**src/rtl/assert_macros.svh**
```systemverilog
// Assertion macros shared by the servo read transaction RTL.
// Each macro expects signals named clk and rst_n in the module that uses it.
`ifndef ASSERT_MACROS_SVH
`define ASSERT_MACROS_SVH

// Same-cycle implication, disabled while reset is asserted.
`define SRV_ASSERT_IMP(lbl, ante, cons) \
  lbl: assert property (@(posedge clk) disable iff (!rst_n) (ante) |-> (cons)) \
    else $error("servo read transaction assertion failed");

// Next-cycle implication, disabled while reset is asserted.
`define SRV_ASSERT_NXT(lbl, ante, cons) \
  lbl: assert property (@(posedge clk) disable iff (!rst_n) (ante) |=> (cons)) \
    else $error("servo read transaction assertion failed");

`endif

```
**src/rtl/srvrd_pkg.sv**
```systemverilog
// Package for the servo read transaction block: command codes, packet
// constants and the control/result structs between the top level and the reply unit.
// No dependencies.
`default_nettype none

package srvrd_pkg;

  typedef enum logic [1:0] {
    CMD_REQ  = 2'd0,
    CMD_RXB  = 2'd1,
    CMD_CHK  = 2'd2,
    CMD_NONE = 2'd3
  } cmd_t;

  localparam logic KIND_TX  = 1'b0;
  localparam logic KIND_CHK = 1'b1;

  localparam logic [7:0] SYNC_BYTE  = 8'hFF;
  localparam logic [7:0] PKT_LENGTH = 8'h04;
  localparam logic [7:0] INSTR_READ = 8'h02;
  localparam logic [7:0] READ_SIZE  = 8'h02;

  localparam int         REPLY_LEN   = 8;
  localparam int         STORE_BASE  = 2;
  localparam int         STORE_DEPTH = 6;
  localparam logic [2:0] LAST_TX_IDX = 3'(REPLY_LEN - 1);

  // Control pulses from the sequencer to the reply unit.
  typedef struct packed {
    logic clear;
    logic wr;
    logic chk;
  } rpl_ctl_t;

  // Check outcome; lost is the counter value after this check.
  typedef struct packed {
    logic        ok;
    logic [15:0] value;
    logic [15:0] lost;
  } rpl_res_t;

endpackage

`default_nettype wire

```
**src/rtl/srvrd_reply.sv**
```systemverilog
// Reply store, running index, pending id and lost-reply counter with the
// checksum test. Depends on srvrd_pkg and assert_macros.svh.
`default_nettype none
`include "assert_macros.svh"

module srvrd_reply
  import srvrd_pkg::*;
(
  input  wire logic       clk,
  input  wire logic       rst_n,
  input  wire rpl_ctl_t   ctl,
  input  wire logic [7:0] new_id,
  input  wire logic [7:0] rx_byte,
  output rpl_res_t        res
);

  logic [7:0]  byte_r   [STORE_DEPTH];
  logic [7:0]  byte_nxt [STORE_DEPTH];
  logic [3:0]  idx_r,  idx_nxt;
  logic [7:0]  pid_r,  pid_nxt;
  logic [15:0] lost_r, lost_nxt;

  logic [2:0]  widx;
  logic        wr_en;
  logic        store_en;
  logic [7:0]  sum;
  logic        ok;
  logic [15:0] lost_inc;

  assign widx     = 3'(idx_r - 4'(STORE_BASE));
  assign wr_en    = ctl.wr && (idx_r < 4'(REPLY_LEN));
  assign store_en = wr_en && (idx_r >= 4'(STORE_BASE));

  // Checksum covers id, length, error, and the two data bytes.
  assign sum = byte_r[0] + byte_r[1] + byte_r[2] + byte_r[3] + byte_r[4];
  assign ok  = (~sum == byte_r[5]) && (byte_r[0] == pid_r);

  assign lost_inc = (!ok && lost_r != 16'hFFFF) ? lost_r + 16'd1 : lost_r;

  assign res.ok    = ok;
  assign res.value = ok ? {byte_r[4], byte_r[3]} : 16'd0;
  assign res.lost  = lost_inc;

  always_comb begin
    idx_nxt  = idx_r;
    pid_nxt  = pid_r;
    lost_nxt = lost_r;
    for (int i = 0; i < STORE_DEPTH; i++) begin
      byte_nxt[i] = byte_r[i];
      if (ctl.clear) begin
        byte_nxt[i] = 8'd0;
      end else if (store_en && widx == 3'(i)) begin
        byte_nxt[i] = rx_byte;
      end
    end
    if (ctl.clear) begin
      idx_nxt = 4'd0;
      pid_nxt = new_id;
    end else if (wr_en) begin
      idx_nxt = idx_r + 4'd1;
    end
    if (ctl.chk) begin
      lost_nxt = lost_inc;
    end
  end

  always_ff @(posedge clk) begin
    if (!rst_n) begin
      for (int i = 0; i < STORE_DEPTH; i++) begin
        byte_r[i] <= 8'd0;
      end
      idx_r  <= 4'd0;
      pid_r  <= 8'd0;
      lost_r <= 16'd0;
    end else begin
      for (int i = 0; i < STORE_DEPTH; i++) begin
        byte_r[i] <= byte_nxt[i];
      end
      idx_r  <= idx_nxt;
      pid_r  <= pid_nxt;
      lost_r <= lost_nxt;
    end
  end

  `SRV_ASSERT_IMP(a_idx_bound, 1'b1, idx_r <= 4'(REPLY_LEN))
  `SRV_ASSERT_NXT(a_clear_idx, ctl.clear, idx_r == 4'd0)
  `SRV_ASSERT_NXT(a_lost_mono, 1'b1, lost_r >= $past(lost_r))

endmodule

`default_nettype wire

```
**src/rtl/servo_register_read_transaction_top.sv**
```systemverilog
// Top level of the servo register read transaction block.
// Depends on srvrd_pkg, srvrd_reply and assert_macros.svh.
`default_nettype none
`include "assert_macros.svh"

// A user feeds three kinds of input transaction, chosen by in_tuser. A read
// request (servo id, register address) clears the reply store and produces
// eight output transactions: the packet bytes FF FF id 04 02 addr 02 and the
// inverted byte sum, with out_tlast on the eighth. A reply byte produces no
// output; bytes are stored by position and anything past the eighth byte of
// the reply is dropped. A check produces one output transaction with
// out_tuser set: the little-endian register word from reply bytes 5 and 6
// and reply_ok high when the checksum and the servo id match, or zero with
// reply_ok low, in which case the saturating lost-reply count (reported in
// the same transaction) goes up by one. Missing reply bytes read as zero.
// Reply bytes and unused commands never wait; checks and request bytes
// wait while the output register holds a result not yet taken. A read
// request holds the input register until its last packet byte is sent,
// because every byte passes through the single output register. An input
// register and the output register separate the two channels, so an input
// transaction can be taken while a result still waits for out_tready. Each
// input passes through the input register, its output through the output register.
module servo_register_read_transaction_top
  import srvrd_pkg::*;
(
  input  wire logic        clk,
  input  wire logic        rst_n,
  input  wire logic        in_tvalid,
  output logic             in_tready,
  input  wire logic [23:0] in_tdata,   // target_id[7:0], reg_address[15:8], rx_byte[23:16]
  input  wire logic [1:0]  in_tuser,   // cmd[1:0]
  output logic             out_tvalid,
  input  wire logic        out_tready,
  output logic [47:0]      out_tdata,  // tx_byte[7:0], reg_value[23:8], reply_ok[24],
                                       // lost_count[40:25], zero fill[47:41]
  output logic             out_tlast,  // last
  output logic [0:0]       out_tuser   // kind[0]
);

  // Input register.
  logic       in_vld_r, in_vld_nxt;
  cmd_t       cmd_r;
  logic [7:0] id_r;
  logic [7:0] addr_r;
  logic [7:0] rxb_r;
  logic       in_take;

  // Request byte sequencer.
  logic [2:0] tx_cnt_r, tx_cnt_nxt;
  logic [7:0] req_byte;
  logic [7:0] req_sum;

  // Output register.
  logic        out_vld_r, out_vld_nxt;
  logic        out_kind_r;
  logic        out_last_r;
  logic [7:0]  out_tx_r;
  logic [15:0] out_val_r;
  logic        out_ok_r;
  logic [15:0] out_lost_r;
  logic        out_free;

  logic     emit;
  logic     done;
  rpl_ctl_t ctl;
  rpl_res_t res;

  assign in_take  = in_tvalid && in_tready;
  assign out_free = !out_vld_r || out_tready;

  // Decide what the held transaction does this cycle.
  always_comb begin
    emit = 1'b0;
    done = 1'b0;
    ctl  = '0;
    if (in_vld_r) begin
      case (cmd_r)
        CMD_REQ: begin
          if (out_free) begin
            emit      = 1'b1;
            ctl.clear = (tx_cnt_r == 3'd0);
            done      = (tx_cnt_r == LAST_TX_IDX);
          end
        end
        CMD_RXB: begin
          ctl.wr = 1'b1;
          done   = 1'b1;
        end
        CMD_CHK: begin
          if (out_free) begin
            emit    = 1'b1;
            ctl.chk = 1'b1;
            done    = 1'b1;
          end
        end
        default: begin
          done = 1'b1;
        end
      endcase
    end
  end

  assign in_tready  = !in_vld_r || done;
  assign in_vld_nxt = in_take ? 1'b1 : (done ? 1'b0 : in_vld_r);

  // Packet checksum: inverted sum of id, length, instruction, address, size.
  assign req_sum = id_r + addr_r + 8'(PKT_LENGTH + INSTR_READ + READ_SIZE);

  always_comb begin
    case (tx_cnt_r)
      3'd0:    req_byte = SYNC_BYTE;
      3'd1:    req_byte = SYNC_BYTE;
      3'd2:    req_byte = id_r;
      3'd3:    req_byte = PKT_LENGTH;
      3'd4:    req_byte = INSTR_READ;
      3'd5:    req_byte = addr_r;
      3'd6:    req_byte = READ_SIZE;
      default: req_byte = ~req_sum;
    endcase
  end

  always_comb begin
    tx_cnt_nxt = tx_cnt_r;
    if (emit && cmd_r == CMD_REQ) begin
      tx_cnt_nxt = done ? 3'd0 : tx_cnt_r + 3'd1;
    end
  end

  assign out_vld_nxt = emit ? 1'b1 : (out_tready ? 1'b0 : out_vld_r);

  srvrd_reply u_reply (
    .clk     (clk),
    .rst_n   (rst_n),
    .ctl     (ctl),
    .new_id  (id_r),
    .rx_byte (rxb_r),
    .res     (res)
  );

  always_ff @(posedge clk) begin
    if (!rst_n) begin
      in_vld_r  <= 1'b0;
      tx_cnt_r  <= 3'd0;
      out_vld_r <= 1'b0;
    end else begin
      in_vld_r  <= in_vld_nxt;
      tx_cnt_r  <= tx_cnt_nxt;
      out_vld_r <= out_vld_nxt;
    end
  end

  always_ff @(posedge clk) begin
    if (in_take) begin
      cmd_r  <= cmd_t'(in_tuser);
      id_r   <= in_tdata[7:0];
      addr_r <= in_tdata[15:8];
      rxb_r  <= in_tdata[23:16];
    end
    if (emit) begin
      if (cmd_r == CMD_REQ) begin
        out_kind_r <= KIND_TX;
        out_last_r <= done;
        out_tx_r   <= req_byte;
        out_val_r  <= 16'd0;
        out_ok_r   <= 1'b0;
        out_lost_r <= 16'd0;
      end else begin
        out_kind_r <= KIND_CHK;
        out_last_r <= 1'b0;
        out_tx_r   <= 8'd0;
        out_val_r  <= res.value;
        out_ok_r   <= res.ok;
        out_lost_r <= res.lost;
      end
    end
  end

  assign out_tvalid   = out_vld_r;
  assign out_tdata    = {7'd0, out_lost_r, out_ok_r, out_val_r, out_tx_r};
  assign out_tlast    = out_last_r;
  assign out_tuser[0] = out_kind_r;

  `SRV_ASSERT_IMP(a_last_is_tx, out_vld_r && out_last_r, out_kind_r == KIND_TX)
  `SRV_ASSERT_IMP(a_seq_on_req, tx_cnt_r != 3'd0, in_vld_r && cmd_r == CMD_REQ)
  `SRV_ASSERT_IMP(a_stall_held, !in_tready, in_vld_r)

endmodule

`default_nettype wire

```
**config.mk**
```make
export PLATFORM = sky130hd
export DESIGN_NAME = servo_register_read_transaction_top
export DESIGN_NICKNAME = d
export VERILOG_FILES = /design/src/rtl/srvrd_pkg.sv /design/src/rtl/srvrd_reply.sv /design/src/rtl/servo_register_read_transaction_top.sv
export VERILOG_INCLUDE_DIRS = /design/src /design/src/rtl
export SDC_FILE = /design/constraint.sdc
export NUM_CORES = 1
export LEC_CHECK = 0
export BUFFER_PORTS_ARGS = -buffer_cell sky130_fd_sc_hd__buf_2
export CORE_UTILIZATION = 35
export CTS_CLUSTER_SIZE = 8
export DETAILED_ROUTE_END_ITERATION = 16
export PLACE_DENSITY_LB_ADDON = 0.08
export SETUP_SLACK_MARGIN = 0.1
export SYNTH_ARGS = -nofsm -noshare
export SYNTH_HDL_FRONTEND = slang
export SYNTH_SLANG_ARGS = --single-unit
export TNS_END_PERCENT = 30
```
**constraint.sdc**
```tcl
create_clock -name clk -period 4.35 [get_ports clk]
set_input_delay 0.87 -clock clk [delete_from_list [all_inputs] [get_ports clk]]
set_output_delay 0.87 -clock clk [all_outputs]
set_load 0.05 [all_outputs]
```
==> results of run 1 <==
-- cell usage after synthesis, types with 3 or more instances --
cell,count,area share
nand2_1,27,0.014
and3_1,11,0.0092
o211ai_1,3,0.0030
nor4_1,3,0.0025
nand2b_1,5,0.0042
nor3_1,16,0.011
fa_1,21,0.056
a21o_1,8,0.0080
a21boi_1,4,0.0040
edfxtp_1,69,0.28
or3_1,11,0.0092
inv_1,24,0.012
a21boi_0,4,0.0040
mux2i_1,61,0.081
o21ai_0,17,0.011
nor2_1,75,0.038
dfxtp_1,81,0.22
buf_4,8,0.0080
xnor2_1,32,0.037
xor2_1,13,0.015
a21oi_1,16,0.011
a221oi_1,7,0.0082
nand3_1,17,0.011
clkbuf_1,24,0.012
ha_1,33,0.055
nor2b_1,14,0.012
a31oi_1,7,0.0058
nand4_1,6,0.0050
and2_1,22,0.018
-- worst max-delay path, delay by kind of cell, from the launching register on --
kind / cells / cell delay [ns]
adders and majority gates: 5 / 1.98
AOI/OAI and AO/OA: 3 / 0.88
and+or+nand+nor: 3 / 0.76
DFF: 1 / 0.33
xor gates and xnor gates: 1 / 0.26
buffers and inverters: 1 / 0.14
-- state kept, by name, indices dropped and copies added, names as in the netlist --
signal,cells
tx_cnt_r,3
u_reply.idx_r,4
out_tlast,1
out_tx_r,8
out_val_r,16
id_r,8
out_tvalid,1
cmd_r,2
addr_r,8
in_vld_r,1
out_lost_r,16
u_reply.pid_r,8
out_ok_r,1
u_reply.lost_r,16
rxb_r,8
u_reply.byte_r,48
out_tuser,1
-- stage by stage --
stage                     std cells  TNS, ns  total power [uW]
after global routing           1049    -6.66              3290
after floorplan                 677        0              1710
after CTS                      1048    -1.50              3220
after global placement         1015    -2.91              1760
after detailed placement       1015    -3.66              1770
final                          1049    -1.69              3170
-- power by group --
part           switching (uW)  internal, uW
Combinational             141          63.4
Sequential               25.5          1510
Clock                     637           800
-- layer usage --
metal / part of all wire / GRT usage / up-vias
li1: - / - / 2536
met1: 0.47 / 0.221 / 2462
met2: 0.46 / 0.253 / 124
met3: 0.045 / 0.0313 / 19
met4: 0.017 / 0.0634 / 0
met5: 0 / 0 / -
-- kinds of logic after synthesis --
logic type                 Yosys count  synth area share
AOI/OAI and AO/OA                   78            0.0722
muxes                               61            0.0814
other                                1          0.000500
adders and majority gates           54             0.111
and+or+nand+nor                    219             0.147
xor gates and xnor gates            47            0.0585
buffers and inverters               61            0.0369
DFF                                150             0.492
-- worst max path at each step --
| stage | startpoint | to | slack, ns | depth (start not counted) |
|---|---|---|---|---|
| floorplan | u_reply.byte_r[0][17]$_SDFFE_PP0P_ | out_val_r[10]$_SDFFCE_PP0P_ | 0.006 | 13 |
| global placement | u_reply.byte_r[0][17]$_SDFFE_PP0P_ | out_val_r[13]$_SDFFCE_PP0P_ | -0.15 | 12 |
| detailed placement | u_reply.byte_r[0][17]$_SDFFE_PP0P_ | out_val_r[13]$_SDFFCE_PP0P_ | -0.17 | 12 |
| CTS | u_reply.byte_r[0][17]$_SDFFE_PP0P_ | out_val_r[15]$_SDFFCE_PP0P_ | -0.10 | 13 |
| global route | u_reply.byte_r[0][17]$_SDFFE_PP0P_ | out_val_r[0]$_SDFFCE_PP0P_ | -0.23 | 13 |
| finish | u_reply.byte_r[0][17]$_SDFFE_PP0P_ | out_val_r[0]$_SDFFCE_PP0P_ | -0.11 | 13 |
-- layout make-up --
cell class              count  share of cell area
flip-flops and latches    150               0.414
multi-input cells         466               0.404
repair buffers            102              0.0696
clock buffers              17              0.0476
well taps                 275              0.0385
clock inverters            15              0.0161
inverters                  24              0.0101
-- layout by cell type (no fill, tap or decap), drive strengths merged, types with 21 or more instances in the layout --
master,Yosys,routed
xnor2,32,32
and2,22,22
fa,21,21
nand2,27,27
nor2,76,76
dfxtp,81,81
inv,24,30
mux2i,61,61
ha,33,33
buf,13,102
edfxtp,69,69
-- timing repair --
item,4_1_cts,5_1_grt
hold buffers,0,0
endpoints found under the setup margin,49,49
gates resized for setup,9,2
pin swaps,16,10
buffers inserted,1,1
==> flow_summary_export.csv, run 1 <==
group,metric,value,unit
finish,regArea,0.00370,sq mm
worst_setup_path,start_kind,"register",
sta,worst_pin_slew,1.05,ns
cts,clk_latency,0.43,ns
synthesis,synth_area,0.00750,sq mm
worst_setup_path,cp_cell_sequence,"fa_1 -> fa_1 -> fa_1 -> ha_2 -> fa_2 -> a21o_1 -> a221oi_2 -> xnor3_1 -> or4b_1 -> a2111o_1 -> nor2_4 -> buf_12 -> and2_1",
sta,clock-skew-final,0.0100,ns
synthesis,yosysWarnings,0,
outcome,violations,"setup timing",
min_path,hold_depth,2,
worst_setup_path,regToRegStartpoint,"u_reply.byte_r[0][17]$_SDFFE_PP0P_",
sta,final.min_clock_period,4.46,ns
cts,cts_tree,"built",
floorplanning,die_h,148,um
worst_setup_path,crit_fanout,16,
worst_setup_path,critPathCaptureType,"register",
synthesis,async_flop_share,0,
place,dp_hpwl,12200,um
synthesis,synthCells,671,
sta,slew_headroom,0.292,
sta,final-hold-violation-count,0,
drt,routed_wl,16900,um
cts,cts_buffers,17,
synthesis,ys_types,55,
floorplanning,core_area,0.0210,sq mm
global_routing,antenna_found_initial,0,
cts,cts_num_sinks,150,
drt,dr_total_vias,5141,
global_routing,grt_pass1_vias,5006,
synthesis,synth-edff-count,69,
cts,clockRootBuffer,"clkbuf_16",
power_and_ir_drop,power_density,355,mW/mm^2
drt,first_iter_violations,215,
worst_setup_path,cp_data_arrival_time,4.76,ns
cts,htreeDepth,4,
floorplanning,rows,53,
drt,wl_per_cell,16.1,um
sta,slew_violations,0,
drt,ant_nets,0,
place,place_ws,-0.174,ns
place,routabilityCongestion,0.857,
finish,final_util,0.425,
worst_setup_path,crit_type,"register to register",
drt,firstDrtPassIters,5,
global_routing,grt_max_degree,53,
synthesis,yosys_most_used_dff,"dfxtp_1",
floorplanning,start_util,0.357,
sta,clock.fmax,224,MHz
drt,via_per_inst,4.90,
sta,period_share,1.03,
synthesis,ys_seq_elements,150,
drt,drcViolationCount,0,
worst_setup_path,r2r_slack,-0.11,ns
run,drv_cap,0,
outcome,outcome,"complete, but fails checks",
sta,finalHoldWorstSlack,0.490,ns
finish,synthToLayoutAreaGrowth,19.1,%
worst_setup_path,required,4.65,ns
sta,setup_viol,19,
worst_setup_path,r2r_cells,13,
min_path,hp-class,"register to register",
power_and_ir_drop,vdd_drop_max,0.000261,V
place,placed_cell_area,0.00829,sq mm
worst_setup_path,slowest_stage,"fa_1",
worst_setup_path,worst_path_largest_cell_delay,0.55,ns
global_routing,grt_usage,0.162,
finish,fin_area,0.00893,sq mm
cts,clockBufferDepth,2,
synthesis,synth-seq-area-share,0.492,
min_path,hold_start,"u_reply.idx_r[3]$_SDFFE_PP0P_",
sta,rsz0062_at_grt,"yes",
finish,antennaDiodeCount,0,
power_and_ir_drop,leakage,0.00384,uW
finish,fill_cells,2019,
global_routing,overflow,0,
finish,multi_input_area,0.00361,sq mm
finish,final_nets,845,
synthesis,syn_area_per_cell,11.2,sq um
global_routing,grt_pass1_wl,26900,um
floorplanning,pin_count,82,
worst_setup_path,worst_path_most_repeated_cell,"fa_1",
floorplanning,die-area,0.0220,sq mm
sta,fin_ws,-0.112,ns
min_path,min_to,"u_reply.idx_r[3]$_SDFFE_PP0P_",
place,port_buffers,74,
worst_setup_path,r2r_end,"out_val_r[0]$_SDFFCE_PP0P_",
floorplanning,die_w,148,um
finish,final_layout_size_suffix_gt1_frac,0.196,
cts,clkTransAtPathRegs,0.07,ns
Power figures use the tool's default switching activity.
==> run 2: changes to the inputs <==
--- a/config.mk
+++ b/config.mk
@@ -14,2 +14,3 @@
 export SETUP_SLACK_MARGIN = 0.1
+export SKIP_LAST_GASP = 1
 export SYNTH_ARGS = -nofsm -noshare
--- a/constraint.sdc
+++ b/constraint.sdc
@@ -3,2 +3,2 @@
 set_output_delay 0.87 -clock clk [all_outputs]
-set_load 0.05 [all_outputs]
+set_load 0.01 [all_outputs]
==> run 2 against run 1 <==
The run still ends with setup timing left. Final area barely moved. Critical endpoint is now out_val_r[15]$_SDFFCE_PP0P_. Critical path type unchanged. Cell count did not move. Clock skew rose by 0.0013 ns. Via count fell by 0.58%. Critical path depth did not move. First-iteration DRC count rose by 17%.
==> flow_summary_export.csv, run 2 (synthesis gave the netlist of run 1 again) <==
group,metric,value,unit
outcome,outcome,"complete, but fails checks",
outcome,violations,"setup timing",
sta,setup_viol,22,
global_routing,grt_pass1_wl,26900,um
global_routing,antenna_found_initial,0,
sta,finalHoldWorstSlack,0.493,ns
sta,slew_violations,0,
cts,clk_latency,0.43,ns
place,dp_hpwl,12200,um
finish,antennaDiodeCount,0,
worst_setup_path,slowest_stage,"fa_1",
drt,firstDrtPassIters,5,
sta,final.min_clock_period,4.46,ns
place,placed_cell_area,0.00829,sq mm
worst_setup_path,path_delay_family,"adder cells",
cts,cts_num_sinks,150,
power_and_ir_drop,vdd_drop_max,0.000260,V
min_path,hp-class,"register to register",
worst_setup_path,required,4.64,ns
floorplanning,die_w,148,um
global_routing,grt_max_degree,53,
sta,worst_pin_slew,1.05,ns
drt,first_iter_violations,251,
floorplanning,pin_count,82,
worst_setup_path,worst_path_most_repeated_cell,"fa_1",
sta,period_share,1.03,
power_and_ir_drop,power_density,349,mW/mm^2
cts,cts_tree,"built",
global_routing,grt_pass1_vias,4980,
worst_setup_path,cp_num_buf_inv,1,
place,routabilityCongestion,0.857,
finish,largest_register,"u_reply.byte_r",
cts,htreeDepth,4,
drt,ant_nets,0,
finish,synthToLayoutAreaGrowth,19.2,%
worst_setup_path,critPathCaptureType,"register",
worst_setup_path,start_kind,"register",
sta,clock.fmax,224,MHz
sta,final-hold-violation-count,0,
worst_setup_path,cp_data_arrival_time,4.76,ns
place,place_ws,-0.174,ns
floorplanning,core_area,0.0210,sq mm
worst_setup_path,worst_path_largest_cell_delay,0.55,ns
floorplanning,die-area,0.0220,sq mm
finish,final_common_cell,"dfxtp_1",
drt,drcViolationCount,0,
sta,slew_headroom,0.292,
floorplanning,start_util,0.357,
run,drv_cap,0,
drt,via_per_inst,4.87,
power_and_ir_drop,leakage,0.00384,uW
place,port_buffers,74,
global_routing,grt_usage,0.162,
worst_setup_path,crit_type,"register to register",
sta,fin_ws,-0.115,ns
cts,clkTransAtPathRegs,0.06,ns
cts,clockRootBuffer,"clkbuf_16",
finish,fin_area,0.00894,sq mm
sta,rsz0062_at_grt,"yes",
global_routing,overflow,0,
drt,wl_per_cell,16.1,um
cts,clockBufferDepth,2,
cts,cts_buffers,17,
finish,largest_register_ffs,48,
worst_setup_path,crit_fanout,16,
drt,dr_total_vias,5111,
worst_setup_path,cp_cell_sequence,"fa_1 -> fa_1 -> fa_1 -> ha_2 -> fa_2 -> a21o_1 -> a221oi_2 -> xnor3_1 -> or4b_1 -> a2111o_1 -> nor2_4 -> buf_12 -> and2_1",
floorplanning,die_h,148,um
finish,most-common-layout-cells,"78 x dfxtp_1, 75 x nor2_1, 74 x buf_2",
sta,clock-skew-final,0.0113,ns
floorplanning,rows,53,
finish,final_layout_size_suffix_gt1_frac,0.195,
finish,final_nets,845,
drt,routed_wl,16900,um
-- run 2: cell counts in the layout (fill, tap and decap cells not counted) --
Identical to the previous run, type by type.
-- run 2: cell type report --
class	instances	area [sq um]
fill	2017	12100
multi-input combinational	466	3620
clock inverter	15	144
clock buffer	17	425
inverter	24	90.1
timing repair buffer	102	618
tap	275	344
sequential	150	3700
-- run 2: worst min-delay path: stages (launching register included) --
cell	delay, ns
dfxtp_1	0.34
a31oi_1	0.05
nor2_1	0.07
-- run 2: final timing paths --
kind	from	endpoint	slack, ns	cells after the start
worst max register to register	u_reply.byte_r[0][17]$_SDFFE_PP0P_	out_val_r[15]$_SDFFCE_PP0P_	-0.11	13
worst min-delay path	u_reply.idx_r[3]$_SDFFE_PP0P_	u_reply.idx_r[3]$_SDFFE_PP0P_	0.49	2
worst max-delay path	u_reply.byte_r[0][17]$_SDFFE_PP0P_	out_val_r[15]$_SDFFCE_PP0P_	-0.11	13
worst min register to register	u_reply.idx_r[3]$_SDFFE_PP0P_	u_reply.idx_r[3]$_SDFFE_PP0P_	0.49	2
-- run 2: per-stage QoR --
step,setup TNS (ns),power [uW],std cells,utilization
2_1_floorplan,0,1660,677,-
3_3_place_gp,-2.91,1720,1015,0.394
3_5_place_dp,-3.66,1720,1015,0.394
4_1_cts,-2.57,3170,1048,0.423
5_1_grt,-6.72,3240,1049,0.425
6_report,-1.80,3120,1049,0.425
-- run 2: repair_timing --
action	in CTS	in global routing
hold buffers	0	0
pin swaps	1	0
resized for setup	3	7
setup endpoints to repair	49	49
buffers inserted	1	1
-- run 2: power by group --
part	leakage [uW]	internal, uW	switching (uW)
sequential	0.00130	1510	25.5
combinational	0.00227	63.1	92.5
clock	0.000273	800	637
-- run 2: layer usage --
| metal | part of all wire | track usage |
|---|---|---|
| met1 | 0.48 | 0.221 |
| met2 | 0.46 | 0.255 |
| met3 | 0.040 | 0.0310 |
| met4 | 0.016 | 0.0572 |
| met5 | 0 | 0 |
